`src/rtl/core/tbpf_pkg.sv`:
```
// Shared types, widths and helpers for the temporal biquad pixel filter.
// No dependencies; imported by every module of the block.
package tbpf_pkg;

   localparam int ELEMENTS     = 16384;
   localparam int POS_W        = $clog2(ELEMENTS);
   localparam int LEN_W        = 15;
   localparam int PIXEL_W      = 8;
   localparam int GAIN_W       = 16;
   localparam int CSR_DATA_W   = 16;
   localparam int CSR_INDEX_W  = 3;
   localparam int FRAC_BITS    = 8;

   localparam int FB_PROD_W    = GAIN_W + PIXEL_W + 1;
   localparam int FB_SUM_W     = FB_PROD_W + 2;
   localparam int MID_W        = FB_SUM_W - FRAC_BITS;
   localparam int FW_MID_W     = GAIN_W + MID_W;
   localparam int FW_SUM_W     = FW_MID_W + 2;
   localparam int ACC_W        = FW_SUM_W - FRAC_BITS;

   localparam int FIFO_DEPTH   = 8;
   localparam int FIFO_PTR_W   = $clog2(FIFO_DEPTH);
   localparam int FIFO_LEVEL_W = $clog2(FIFO_DEPTH + 1);

   typedef logic [PIXEL_W-1:0]            pixel_type;
   typedef logic signed [GAIN_W-1:0]      gain_type;
   typedef logic [POS_W-1:0]              pos_type;
   typedef logic [LEN_W-1:0]              len_type;
   typedef logic [CSR_INDEX_W-1:0]        csr_index_type;
   typedef logic [CSR_DATA_W-1:0]         csr_data_type;
   typedef logic [FIFO_LEVEL_W-1:0]       fifo_level_type;

   typedef struct packed {
      pixel_type last;
      pixel_type prev;
   } state_type;

   typedef struct packed {
      logic           not_empty;
      fifo_level_type level;
   } rsp_fifo_status_type;

   typedef enum logic [CSR_INDEX_W-1:0] {
      CSR_FB_CURRENT     = 3'd0,
      CSR_FB_LAST        = 3'd1,
      CSR_FB_PREV        = 3'd2,
      CSR_FW_MID         = 3'd3,
      CSR_FW_LAST        = 3'd4,
      CSR_FW_PREV        = 3'd5,
      CSR_FRAME_ELEMENTS = 3'd6
   } csr_reg_type;

   // saturate a signed value to the 0..255 pixel range
   function automatic pixel_type clamp_pixel(input logic signed [ACC_W-1:0] value);
      pixel_type result;
      if (value < 0) begin
         result = '0;
      end else if (value > ACC_W'(signed'(32'(2 ** PIXEL_W - 1)))) begin
         result = '1;
      end else begin
         result = value[PIXEL_W-1:0];
      end
      return result;
   endfunction

endpackage

```
`src/rtl/core/tbpf_rsp_fifo.sv`:
```
// Result queue of the temporal biquad pixel filter: holds finished words until taken.
// Depends on tbpf_pkg for depth, widths and the status struct.
module tbpf_rsp_fifo (
   input  logic                         clock,
   input  logic                         reset,
   input  logic                         push,
   input  tbpf_pkg::pixel_type          push_data,
   input  logic                         pop,
   output tbpf_pkg::pixel_type          head_data,
   output tbpf_pkg::rsp_fifo_status_type status
);
   import tbpf_pkg::*;

   pixel_type                slot_ff [FIFO_DEPTH];
   logic [FIFO_PTR_W-1:0]    wr_ptr_ff;
   logic [FIFO_PTR_W-1:0]    wr_ptr_in;
   logic [FIFO_PTR_W-1:0]    rd_ptr_ff;
   logic [FIFO_PTR_W-1:0]    rd_ptr_in;
   fifo_level_type           level_ff;
   fifo_level_type           level_in;

   always_comb begin
      wr_ptr_in = wr_ptr_ff;
      rd_ptr_in = rd_ptr_ff;
      level_in  = level_ff;
      if (push) begin
         wr_ptr_in = (wr_ptr_ff == FIFO_PTR_W'(FIFO_DEPTH - 1)) ? '0 : wr_ptr_ff + 1'b1;
      end
      if (pop) begin
         rd_ptr_in = (rd_ptr_ff == FIFO_PTR_W'(FIFO_DEPTH - 1)) ? '0 : rd_ptr_ff + 1'b1;
      end
      if (push && !pop) begin
         level_in = level_ff + 1'b1;
      end else if (pop && !push) begin
         level_in = level_ff - 1'b1;
      end
   end

   always_ff @(posedge clock) begin
      if (reset) begin
         wr_ptr_ff <= '0;
         rd_ptr_ff <= '0;
         level_ff  <= '0;
      end else begin
         wr_ptr_ff <= wr_ptr_in;
         rd_ptr_ff <= rd_ptr_in;
         level_ff  <= level_in;
      end
   end

   always_ff @(posedge clock) begin
      if (push) begin
         slot_ff[wr_ptr_ff] <= push_data;
      end
   end

   assign head_data        = slot_ff[rd_ptr_ff];
   assign status.not_empty = (level_ff != '0);
   assign status.level     = level_ff;

endmodule

```
`config.mk`:
```
export PLATFORM = sky130hd
export DESIGN_NAME = tbpf_rsp_fifo
export DESIGN_NICKNAME = d
export VERILOG_FILES = /design/src/rtl/core/tbpf_pkg.sv /design/src/rtl/core/tbpf_rsp_fifo.sv
export SDC_FILE = /design/constraint.sdc
export NUM_CORES = 1
export LEC_CHECK = 0
export CAP_MARGIN = 25
export CORE_AREA = 2 2 105 107
export CTS_CLUSTER_SIZE = 10
export DETAILED_ROUTE_END_ITERATION = 8
export DIE_AREA = 0 0 107 109
export DONT_BUFFER_PORTS = 1
export SYNTH_ARGS = -nofsm -noshare
export SYNTH_HDL_FRONTEND = slang
export SYNTH_SLANG_ARGS = --single-unit
```
`constraint.sdc`:
```
create_clock -name clock -period 2.5 [get_ports clock]
set_input_delay 0.5 -clock clock [delete_from_list [all_inputs] [get_ports clock]]
set_output_delay 0.5 -clock clock [all_outputs]
set_load 0.02 [all_outputs]
```
==> impl_table.tex, run 1 <==
\begin{tabular}{lr}
\hline
Metric & Value \\
\hline
\multicolumn{2}{l}{\textbf{Clocking}} \\
Cell at the root of the clock tree & clkbuf\_8 \\
Worst-path clk slew & 0.08 ns \\
Cells resized by post-CTS repair & 0 \\
TritonCTS clock tree & built \\
Setup bufs post-CTS & 0 \\
H-tree Lvls & 3 \\
Hold\_buf cts & 0 \\
Maximum clock insertion buffer count & 2 \\
Number of clock sinks seen by CTS & 77 \\
Number of clock buffers inserted by TritonCTS & 9 \\
Insertion delay of the later-clocked pin in the worst-skew pair & 0.35 ns \\
\multicolumn{2}{l}{\textbf{Run status}} \\
Status & completed \\
\multicolumn{2}{l}{\textbf{Critical path}} \\
Crit-path max FO & 16 \\
Crit end category & output pin \\
Critical Path Source Type & register \\
Kind of cell adding the most delay to the critical path & multiplexers \\
Worst stage delay on the critical path & just under 0.6 ns \\
Startpoint of the most critical register-to-register path & level\_ff[2]\$\_SDFFE\_PP0P\_ \\
Critical path class & register to output pin \\
Slowest cell on the critical path & mux4\_1 \\
Sum of buffers and inverters on the critical path & 1 \\
Path length in cells of the critical path & 3 \\
Worst reg-to-reg setup slack & 0.80 ns \\
WP data required & 2.00 ns \\
CP Cell Sequence & buf\_6 -> mux4\_1 -> mux2\_2 \\
Cell count of the worst reg-to-reg path & 5 \\
Signal arrival time at the worst endpoint & 1.84 ns \\
\multicolumn{2}{l}{\textbf{Global route}} \\
Wire length of the first global-routing pass & 8090 um \\
GRT Total Usage & 9.94\% \\
Antenna violations before repair & 0 \\
Overflow left after global routing & 0 \\
Largest net degree at the start of global routing & 17 \\
Via count of the first global-routing pass & 1497 \\
\multicolumn{2}{l}{\textbf{Placed design}} \\
Final weighted congestion in routability-driven placement & about 0.66 \\
Dpl hpwl & 3350 um \\
Port Buffers & 0 \\
\multicolumn{2}{l}{\textbf{Layout}} \\
Area of the multi-input gates & 863 um\^{}2 \\
Area Overhead vs Synth & 13.6\% \\
Net count, final & 201 \\
FILL cells & about 1000 \\
Share of post-route cells with drive strength above 1 & 18.8\% \\
Number of antenna diodes & 0 \\
Sequential cell area & 2180 um\^{}2 \\
Post-layout utilization of the core & 33.3\% \\
\multicolumn{2}{l}{\textbf{STA}} \\
Measured slew at the worst slew-check pin & slightly above 0.5 ns \\
Total setup violations reported at the end of the flow & 0 \\
Final-report max-slew violation count & 0 \\
Worst slack on hold paths & 0.208 ns \\
Final number of hold-violating endpoints & 0 \\
Setup TNS Final & 0 ns \\
RSZ-0062 raised after global routing & no \\
Fin Clk Skew & 0.0100 ns \\
Maximum clock frequency & 0.428 GHz \\
Max-slew headroom & 66.0\% \\
Shortest period the worst path allows & 2.34 ns \\
Share of the cycle needed by the critical path after routing & 93.4\% \\
\multicolumn{2}{l}{\textbf{Synth}} \\
Mapped Area & roughly 3100 um\^{}2 \\
Portion of the post-synthesis area used by sequential elements & 70.2\% \\
Number of distinct library cell variants in the gate-level netlist after synthesis & 26 \\
Post-synthesis sequential element count & 77 \\
Synthesized instance count & around 170 \\
Average instance area after synthesis & 18.6 um\^{}2 \\
Syn Nets & 187 \\
Number of warnings reported in the yosys synthesis log & 0 \\
\multicolumn{2}{l}{\textbf{Floorplanning}} \\
Die span in y & 109 um \\
Number of top-level pins & 25 \\
Die ar. & 11700 um\^{}2 \\
Horiz. Die Dim & 107 um \\
Num rows & 38 \\
Core area & 10600 um\^{}2 \\
Initial Util & 29.3\% \\
\multicolumn{2}{l}{\textbf{Pwr}} \\
Power Density & 770 nW/um\^{}2 \\
Clk network pwr share & 38.0\% \\
Worst-case vdd ir drop & roughly 0.24 mV \\
Cell leakage power & $\sim$0.0012 uW \\
Internal power of the cells & about 2100 uW \\
Net switching power & 625 uW \\
Net switching share of the total power & 23.0\% \\
Logic gate share of total power & 7.8\% \\
Part of the power in registers & 54.2\% \\
\multicolumn{2}{l}{\textbf{Routing}} \\
Initial detailed-routing violation count & 122 \\
Number of vias per cell after detailed routing & 4.49 \\
Routed via count & approximately 1500 \\
Total routed wirelength & 5300 um \\
Number of iterations in the first detailed-routing pass & 4 \\
Avg WL per Cell & around 16 um \\
Residual DRC count & 0 \\
Final ANT Viol Nets & 0 \\
\multicolumn{2}{l}{\textbf{Run}} \\
Max-Cap Viols & 0 \\
\multicolumn{2}{l}{\textbf{Min path}} \\
Hold crit path type & input pin to register \\
Worst hold start & reset \\
Worst Hold Path Cells & 1 \\
\hline
\end{tabular}
## cell type report
type                       count  share of cell area, %
clock buffer                   9                   3.51
clock inverter                 7                   2.76
inverter                       3                  0.319
multi-input combinational     80                   24.4
sequential                    77                   61.8
tap                          140                   4.96
timing repair buffer          10                   2.23
## cells by family (layout without fill, tap and decap cells)
kind of cell,after synthesis,count (layout),synth area share [%]
compound gates,8,8,1.41
xor+xnor,2,2,0.564
fa+ha+maj,8,8,3.46
buf+inv,10,29,2.01
flops,77,77,70.2
mux,28,28,17.6
simple gates,34,34,4.71
## worst paths after layout
path                          endpoint
max                       head_data[4]
min reg2reg  wr_ptr_ff[0]$_SDFFE_PP0P_
max reg2reg   level_ff[3]$_SDFFE_PP0P_
min          wr_ptr_ff[0]$_SDFFE_PP0P_
## power groups by stage
stage,Sequential (uW),Combinational (uW),Clock (uW)
after CTS,1470,216,1060
after floorplan,1490,188,0
after detailed placement,1500,215,0
after global placement,1500,213,0
after global routing,1480,235,1100
final,1470,212,1030
## worst reg2reg max path: cells and delay by family, from the launching register on
family / cells / cell delay (ns)
muxes: 1 / 0.35
DFF: 1 / 0.50
adders and majority gates: 1 / 0.32
AOI/OAI and AO/OA: 3 / 0.44
## per-layer routing
| metal | up-vias | GRT usage [%] | wire length (um) |
|---|---|---|---|
| li1 | 690 | - | - |
| met1 | 731 | 11.1 | 2250 |
| met2 | 36 | 15.8 | 2540 |
| met3 | 8 | 4.24 | 403 |
| met4 | 0 | 6.12 | 112 |
| met5 | - | 0 | 0 |
## metrics by stage
step	worst slack, ns	area [um^2]	power, uW	instances
floorplan	0.519	3110	1680	167
global placement	0.439	3310	1720	310
detailed placement	0.421	3310	1720	310
CTS	0.0615	3530	2750	326
global route	0.0566	3530	2820	326
finish	0.164	3530	2720	326
## state kept, by name, summed over array words and instances, names as in the netlist, named ones only
register and flops:
level_ff 4, rd_ptr_ff 3, slot_ff 64, wr_ptr_ff 3
## cells in the final DEF, fill, tap and decap left out, drive strengths merged
cell type / netlist / final
a211oi: 1 / 1
nand2: 4 / 4
xnor2: 1 / 1
nand2b: 3 / 3
mux2: 9 / 9
a21oi: 6 / 6
ha: 7 / 7
clkinvlp: 0 / 1
edfxtp: 64 / 64
nor2: 21 / 21
or4: 1 / 1
nand3: 1 / 1
mux4: 16 / 16
mux2i: 3 / 3
clkinv: 0 / 3
buf: 4 / 10
fa: 1 / 1
clkbuf: 3 / 9
nor2b: 1 / 1
a31oi: 1 / 1
dfxtp: 13 / 13
bufinv: 0 / 2
inv: 3 / 4
xor2: 1 / 1
nor3: 3 / 3
## Yosys cell counts, drive strengths merged
master	number	share of area (%)
edfxtp	64	62
nand3	1	0.16
or4	1	0.24
a21oi	6	0.97
clkbuf	3	0.36
nor3	3	0.48
a211oi	1	0.24
mux4	16	13
nor2	21	2.5
xor2	1	0.28
ha	7	2.8
a31oi	1	0.20
xnor2	1	0.28
nand2b	3	0.60
nand2	4	0.48
buf	4	1.3
fa	1	0.64
mux2i	3	0.97
nor2b	1	0.20
mux2	9	3.3
inv	3	0.36
dfxtp	13	8.4
Power figures use the tool's default switching activity.
==> inputs of run 2 (changes only) <==
- TNS_END_PERCENT: not set -> 30
- clock period: 2.5 -> 2.1 ns (I/O delays scaled with it)
==> run 2 against run 1 <==
Against the previous run: the flow now finishes with violations (negative setup slack); first-iteration DRC count is 48% higher; final area down 0.78%; sequential power up 20%; largest power group unchanged; hold slack got worse by 0.072 ns; global-route usage increased by 1.1 points; sequential cell count unchanged; total power up 11%; critical path depth did not move; die area did not move; count of clock-buffer cells in the layout is the same; clock power down 5%; via count up 1.8%.
==> impl_table.tex, run 2 (synthesis results as in run 1) <==
\begin{tabular}{lr}
\hline
Metric & Value \\
\hline
\multicolumn{2}{l}{\textbf{Run status}} \\
Status & finished, violations left \\
Failing checks & negative setup slack \\
\multicolumn{2}{l}{\textbf{Global route}} \\
Wire length of the first global-routing pass & 9220 um (+14\%) \\
Most used routing layer & met2 \\
Largest net degree at the start of global routing & 17 (unchanged) \\
Overflow left after global routing & 0 (unchanged) \\
GR met1 Demand/Resource & 13.9\% (+2.8 points) \\
Met2 Use GR & 17.4\% (+1.6 points) \\
Via count of the first global-routing pass & 1629 (+8.8\%) \\
Antenna violations before repair & 0 (unchanged) \\
GRT Total Usage & 11.0\% (+1.1 points) \\
Met3 usage & 3.47\% (-0.78 points) \\
\multicolumn{2}{l}{\textbf{Routing}} \\
Avg WL per Cell & 17.5 um (+7.9\%) \\
Final ANT Viol Nets & 0 (unchanged) \\
Number of vias per cell after detailed routing & 4.55 (+1.2\%) \\
Routed via count & 1491 (+1.8\%) \\
Total routed wirelength & 5750 um (+8.5\%) \\
Residual DRC count & 0 (unchanged) \\
Number of iterations in the first detailed-routing pass & 4 (unchanged) \\
Initial detailed-routing violation count & 180 (+48\%) \\
\multicolumn{2}{l}{\textbf{Placed design}} \\
Placed Area & 3330 um\^{}2 (+0.61\%) \\
Final weighted congestion in routability-driven placement & 0.731 (+11\%) \\
Port Buffers & 0 (unchanged) \\
Dpl hpwl & 3510 um (+4.5\%) \\
\multicolumn{2}{l}{\textbf{Clocking}} \\
Setup bufs post-CTS & 0 (unchanged) \\
Number of clock buffers inserted by TritonCTS & 9 (unchanged) \\
Insertion delay of the later-clocked pin in the worst-skew pair & 0.34 ns (about the same) \\
Number of clock sinks seen by CTS & 77 (unchanged) \\
Cell at the root of the clock tree & clkbuf\_8 \\
TritonCTS clock tree & built \\
H-tree Lvls & 3 (unchanged) \\
Worst-path clk slew & 0.08 ns (about the same) \\
Maximum clock insertion buffer count & 2 (unchanged) \\
\multicolumn{2}{l}{\textbf{Floorplanning}} \\
Horiz. Die Dim & 107 um (unchanged) \\
Number of top-level pins & 25 (unchanged) \\
Num rows & 38 (unchanged) \\
Die ar. & 11700 um\^{}2 (unchanged) \\
Initial Util & 29.3\% (unchanged) \\
Core area & 10600 um\^{}2 (unchanged) \\
Die span in y & 109 um (unchanged) \\
\multicolumn{2}{l}{\textbf{Pwr}} \\
Cell leakage power & 0.00118 uW (-1.8\%) \\
Worst-case vdd ir drop & 0.362 mV (+51\%) \\
Power Density & 862 nW/um\^{}2 (+12\%) \\
\multicolumn{2}{l}{\textbf{Layout}} \\
Reg with most FFs & slot\_ff \\
Most common cell after layout, fill and taps aside & edfxtp\_1 \\
Largest register FFs & 64 (unchanged) \\
Share of post-route cells with drive strength above 1 & 28.2\% (+9.4 points) \\
Net count, final & 203 (+1.0\%) \\
Final Instance Area & 3500 um\^{}2 (-0.78\%) \\
Top flop regs & slot\_ff x64, level\_ff x4 \\
Number of antenna diodes & 0 (unchanged) \\
Area Overhead vs Synth & 12.8\% \\
Commonest non-fill, non-tap cells in the layout & 64 x edfxtp\_1, 21 x nor2\_1, 16 x mux4\_2 \\
\multicolumn{2}{l}{\textbf{STA}} \\
Worst slack on hold paths & 0.136 ns (-0.0722 ns) \\
Total setup violations reported at the end of the flow & 8 (+8) \\
Measured slew at the worst slew-check pin & 0.651 ns (+0.141 ns) \\
Shortest period the worst path allows & about 2.2 ns \\
Maximum clock frequency & 0.463 GHz \\
Final number of hold-violating endpoints & 0 (unchanged) \\
Setup TNS Final & -0.326 ns (-0.326 ns) \\
Fin Clk Skew & 0.00905 ns (-0.000945 ns) \\
Setup ws final & -0.0577 ns (-0.222 ns) \\
RSZ-0062 raised after global routing & yes \\
Final-report max-slew violation count & 0 (unchanged) \\
Max-slew headroom & 56.5\% (-9.4 points) \\
Share of the cycle needed by the critical path after routing & 103\% \\
\multicolumn{2}{l}{\textbf{Critical path}} \\
FF-to-FF End & level\_ff[3]\$\_SDFFE\_PP0P\_ \\
Worst stage delay on the critical path & 0.51 ns (-0.08 ns) \\
Critical Path Source Type & register \\
Signal arrival time at the worst endpoint & 1.74 ns (-0.10 ns) \\
Startpoint of the most critical register-to-register path & level\_ff[2]\$\_SDFFE\_PP0P\_ \\
Worst reg-to-reg setup slack & 0.35 ns (-0.45 ns) \\
Endpoint of the worst setup timing path & head\_data[6] \\
CP Cell Sequence & buf\_12 -> mux4\_2 -> mux2\_4 \\
WP data required & 1.68 ns (-0.32 ns) \\
Crit-path max FO & 8 (-8) \\
Critical path class & register to output pin \\
Cell count of the worst reg-to-reg path & 5 (unchanged) \\
Crit end category & output pin \\
Slowest cell on the critical path & mux4\_2 \\
\multicolumn{2}{l}{\textbf{Run}} \\
Max-Cap Viols & 0 (unchanged) \\
\multicolumn{2}{l}{\textbf{Min path}} \\
Hold crit path type & input pin to register \\
\hline
\end{tabular}
run 2: final cells by class:
cell class / count / area [um^2]
Tap cell: 140 / 175
Multi-Input combinational cell: 80 / 837
Inverter: 3 / 11.3
Timing Repair Buffer: 12 / 123
Sequential cell: 77 / 2190
Clock buffer: 9 / 124
Fill cell: 1015 / 7100
Clock inverter: 7 / 48.8
run 2: how the worst min path moves through the flow:
stage,slack [ns],depth (start not counted),to,startpoint
6_report,0.14,1,level_ff[0]$_SDFFE_PP0P_,reset
5_1_grt,0.11,1,level_ff[1]$_SDFFE_PP0P_,reset
4_1_cts,0.12,1,level_ff[0]$_SDFFE_PP0P_,reset
3_5_place_dp,0.50,1,wr_ptr_ff[1]$_SDFFE_PP0P_,reset
3_3_place_gp,0.50,1,wr_ptr_ff[1]$_SDFFE_PP0P_,reset
2_1_floorplan,0.49,2,register,rd_ptr_ff[1]$_SDFFE_PP0P_
run 2: per-layer routing:
layer  up-vias  routed length (um)
li1        681                   -
met1       770                2440
met2        30                2830
met3        10                 364
met4         0                 116
met5         -                   0
run 2: critical path, delay by kind of cell, from the launching register on:
family | cells | cell delay (ns)
flip-flops | 1 | 0.40
multiplexers | 2 | 0.83
buffers and inverters | 1 | 0.15
run 2: what timing repair did:
item,in CTS,in global routing
endpoints found under the setup margin,8,8
gates resized for setup,26,0
gates cloned,1,0
hold buffers,0,0
run 2: through the flow:
stage,cells,utilization (%),total power [uW],setup slack [ns]
floorplan,167,-,2000,0.199
global placement,311,31.4,2050,0.118
detailed placement,311,31.4,2060,0.0689
CTS,328,33.1,3060,-0.0858
global route,328,33.1,3170,-0.119
finish,328,33.1,3020,-0.0577
run 2: power by group:
part           internal (uW)  switching (uW)
Clock                    433             541
Combinational            144             143
Sequential              1700            58.8
==> inputs of run 3 (changes only) <==
- clock period: 2.1 -> 2.8 ns (I/O delays scaled with it)
==> run 3 against run 2 <==
Against the previous run: the run now ends clean; count of clock-buffer cells in the layout rose by 3; critical path depth unchanged; clock skew is 0.0031 ns higher; clock power down 9.9%; via count fell by 0.60%; non-clock buffer count shrank 2; worst setup slack improved by 0.40 ns; wire length is 6.4% lower.
==> impl_table.tex, run 3 (synthesis results as in run 1) <==
\begin{tabular}{lr}
\hline
Metric & Value \\
\hline
\multicolumn{2}{l}{\textbf{Clocking}} \\
Number of clock sinks seen by CTS & 77 (unchanged) \\
Insertion delay of the later-clocked pin in the worst-skew pair & 0.35 ns (about the same) \\
TritonCTS clock tree & built \\
Setup bufs post-CTS & 0 (unchanged) \\
Cell at the root of the clock tree & clkbuf\_8 \\
Maximum clock insertion buffer count & 2 (unchanged) \\
Worst-path clk slew & 0.09 ns (about the same) \\
Hold\_buf cts & 0 (unchanged) \\
Cells resized by post-CTS repair & 0 (-100\%) \\
Number of clock buffers inserted by TritonCTS & 9 (unchanged) \\
H-tree Lvls & 3 (unchanged) \\
\multicolumn{2}{l}{\textbf{Layout}} \\
Count of placed standard cells in the final layout, fillers left out & 327 (-0.30\%) \\
Sequential cell area & 2180 um\^{}2 (-0.17\%) \\
Largest register FFs & 64 (unchanged) \\
Commonest non-fill, non-tap cells in the layout & 64 x edfxtp\_1, 21 x nor2\_1, 15 x mux4\_1 \\
Area of the multi-input gates & 863 um\^{}2 (+3.1\%) \\
FILL cells & 1016 (+0.099\%) \\
Most common cell after layout, fill and taps aside & edfxtp\_1 \\
Area Overhead vs Synth & 13.6\% \\
Net count, final & 201 (-0.99\%) \\
Share of post-route cells with drive strength above 1 & 19.4\% (-8.8 points) \\
Reg with most FFs & slot\_ff \\
Post-layout utilization of the core & 33.3\% (+0.24 points) \\
Top flop regs & slot\_ff x64, level\_ff x4 \\
\multicolumn{2}{l}{\textbf{STA}} \\
Final number of hold-violating endpoints & 0 (unchanged) \\
Worst slack on hold paths & 0.265 ns (+0.128 ns) \\
Final-report max-slew violation count & 0 (unchanged) \\
RSZ-0062 raised after global routing & no \\
Setup TNS Final & 0 ns (+0.326 ns) \\
Measured slew at the worst slew-check pin & 0.495 ns (-0.156 ns) \\
Total setup violations reported at the end of the flow & 0 (-8) \\
Maximum clock frequency & just over 0.4 GHz \\
Shortest period the worst path allows & between 2 and 2.5 ns \\
Share of the cycle needed by the critical path after routing & 87.6\% \\
Fin Clk Skew & 0.0122 ns (+0.00314 ns) \\
Max-slew headroom & 66.9\% (+10 points) \\
\multicolumn{2}{l}{\textbf{Routing}} \\
Avg WL per Cell & 16.5 um (-6.1\%) \\
Total routed wirelength & 5380 um (-6.4\%) \\
Residual DRC count & 0 (unchanged) \\
Initial detailed-routing violation count & 161 (-11\%) \\
Final ANT Viol Nets & 0 (unchanged) \\
Routed via count & 1482 (-0.60\%) \\
Number of iterations in the first detailed-routing pass & 4 (unchanged) \\
Number of vias per cell after detailed routing & 4.53 (-0.30\%) \\
\multicolumn{2}{l}{\textbf{Floorplanning}} \\
Initial Util & 29.3\% (unchanged) \\
Die ar. & 11700 um\^{}2 (unchanged) \\
Core area & 10600 um\^{}2 (unchanged) \\
Num rows & 38 (unchanged) \\
Number of top-level pins & 25 (unchanged) \\
Horiz. Die Dim & 107 um (unchanged) \\
Die span in y & 109 um (unchanged) \\
\multicolumn{2}{l}{\textbf{Global route}} \\
Antenna violations before repair & 1 (+1) \\
GRT Total Usage & 10.0\% (-1.0 points) \\
Largest net degree at the start of global routing & 17 (unchanged) \\
Wire length of the first global-routing pass & 8180 um (-11\%) \\
Overflow left after global routing & 0 (unchanged) \\
Via count of the first global-routing pass & 1518 (-6.8\%) \\
\multicolumn{2}{l}{\textbf{Run}} \\
Max-Cap Viols & 0 (unchanged) \\
\multicolumn{2}{l}{\textbf{Critical path}} \\
Crit end category & output pin \\
WP data required & 2.24 ns (+0.56 ns) \\
Critical path class & register to output pin \\
Signal arrival time at the worst endpoint & 1.89 ns (+0.15 ns) \\
Sum of buffers and inverters on the critical path & 1 (unchanged) \\
Slowest cell on the critical path & mux4\_1 \\
Crit-path max FO & 16 (+8) \\
Kind of cell adding the most delay to the critical path & multiplexers \\
Critical Path Source Type & register \\
CP Cell Sequence & buf\_4 -> mux4\_1 -> mux2\_2 \\
Worst stage delay on the critical path & 0.61 ns (+0.10 ns) \\
\multicolumn{2}{l}{\textbf{Placed design}} \\
Port Buffers & 0 (unchanged) \\
Final weighted congestion in routability-driven placement & 0.655 (-10\%) \\
Number of placed instances, taps included & 310 (-0.32\%) \\
Dpl hpwl & 3470 um (-1.1\%) \\
\multicolumn{2}{l}{\textbf{Run status}} \\
Status & completed \\
\multicolumn{2}{l}{\textbf{Min path}} \\
Hold crit path type & input pin to register \\
\multicolumn{2}{l}{\textbf{Pwr}} \\
Worst-case vdd ir drop & 0.222 mV (-39\%) \\
Cell leakage power & 0.00121 uW (+2.3\%) \\
Power Density & 676 nW/um\^{}2 (-22\%) \\
\hline
\end{tabular}
## run 3: changes by cell type in the layout (fill, tap and decap cells not counted), moves of 2 or more
cell,before,now
mux2_4,8,0
clkbuf_16,0,2
clkinv_2,2,0
mux4_2,16,1
mux4_1,0,15
mux2_2,1,9
## run 3: worst paths after layout
path | cells past startpoint | slack (ns) | endpoint | start
worst max-delay path | 3 | 0.35 | head_data[0] | register
worst min-delay path | 1 | 0.26 | wr_ptr_ff[1]$_SDFFE_PP0P_ | reset
worst max register to register | 5 | 1.04 | level_ff[3]$_SDFFE_PP0P_ | level_ff[2]$_SDFFE_PP0P_
worst min register to register | 2 | 0.53 | register | rd_ptr_ff[2]$_SDFFE_PP0P_
## run 3: layout make-up
type / count / area share [%]
sequential: 77 / 61.8
antenna: 1 / 0.0709
clock inverter: 4 / 0.922
multi-input combinational: 80 / 24.5
timing repair buffer: 10 / 2.13
inverter: 3 / 0.319
tap: 140 / 4.96
clock buffer: 12 / 5.32
## run 3: per-stage QoR
stage	worst slack [ns]	instance area [um^2]	total power [uW]
finish	0.346	3530	2390
CTS	0.304	3530	2420
floorplan	0.759	3110	1500
global placement	0.679	3310	1530
global route	0.264	3530	2470
detailed placement	0.600	3310	1540
## run 3: metal layers
layer / routed length (um) / vias up / GRT usage [%]
met5: 0 / - / 0
met4: 107 / 0 / 6.22
met3: 360 / 7 / 4.06
met2: 2680 / 29 / 16.6
met1: 2230 / 754 / 10.7
li1: - / 692 / -
## run 3: worst reg2reg max path, delay by kind of cell, from the launching register on
family,cells,cell delay (ns)
multiplexers,1,0.35
AO/OA/AOI/OAI,3,0.48
flip-flops,1,0.50
adder cells (fa/ha/maj),1,0.33
## run 3: power breakdown
| group | leakage (uW) | internal [uW] | total (uW) | switching (uW) |
|---|---|---|---|---|
| clock | 0.000114 | 461 | 878 | 417 |
| sequential | 0.000688 | 1280 | 1320 | 39.8 |
| combinational | 0.000406 | 88.2 | 192 | 104 |
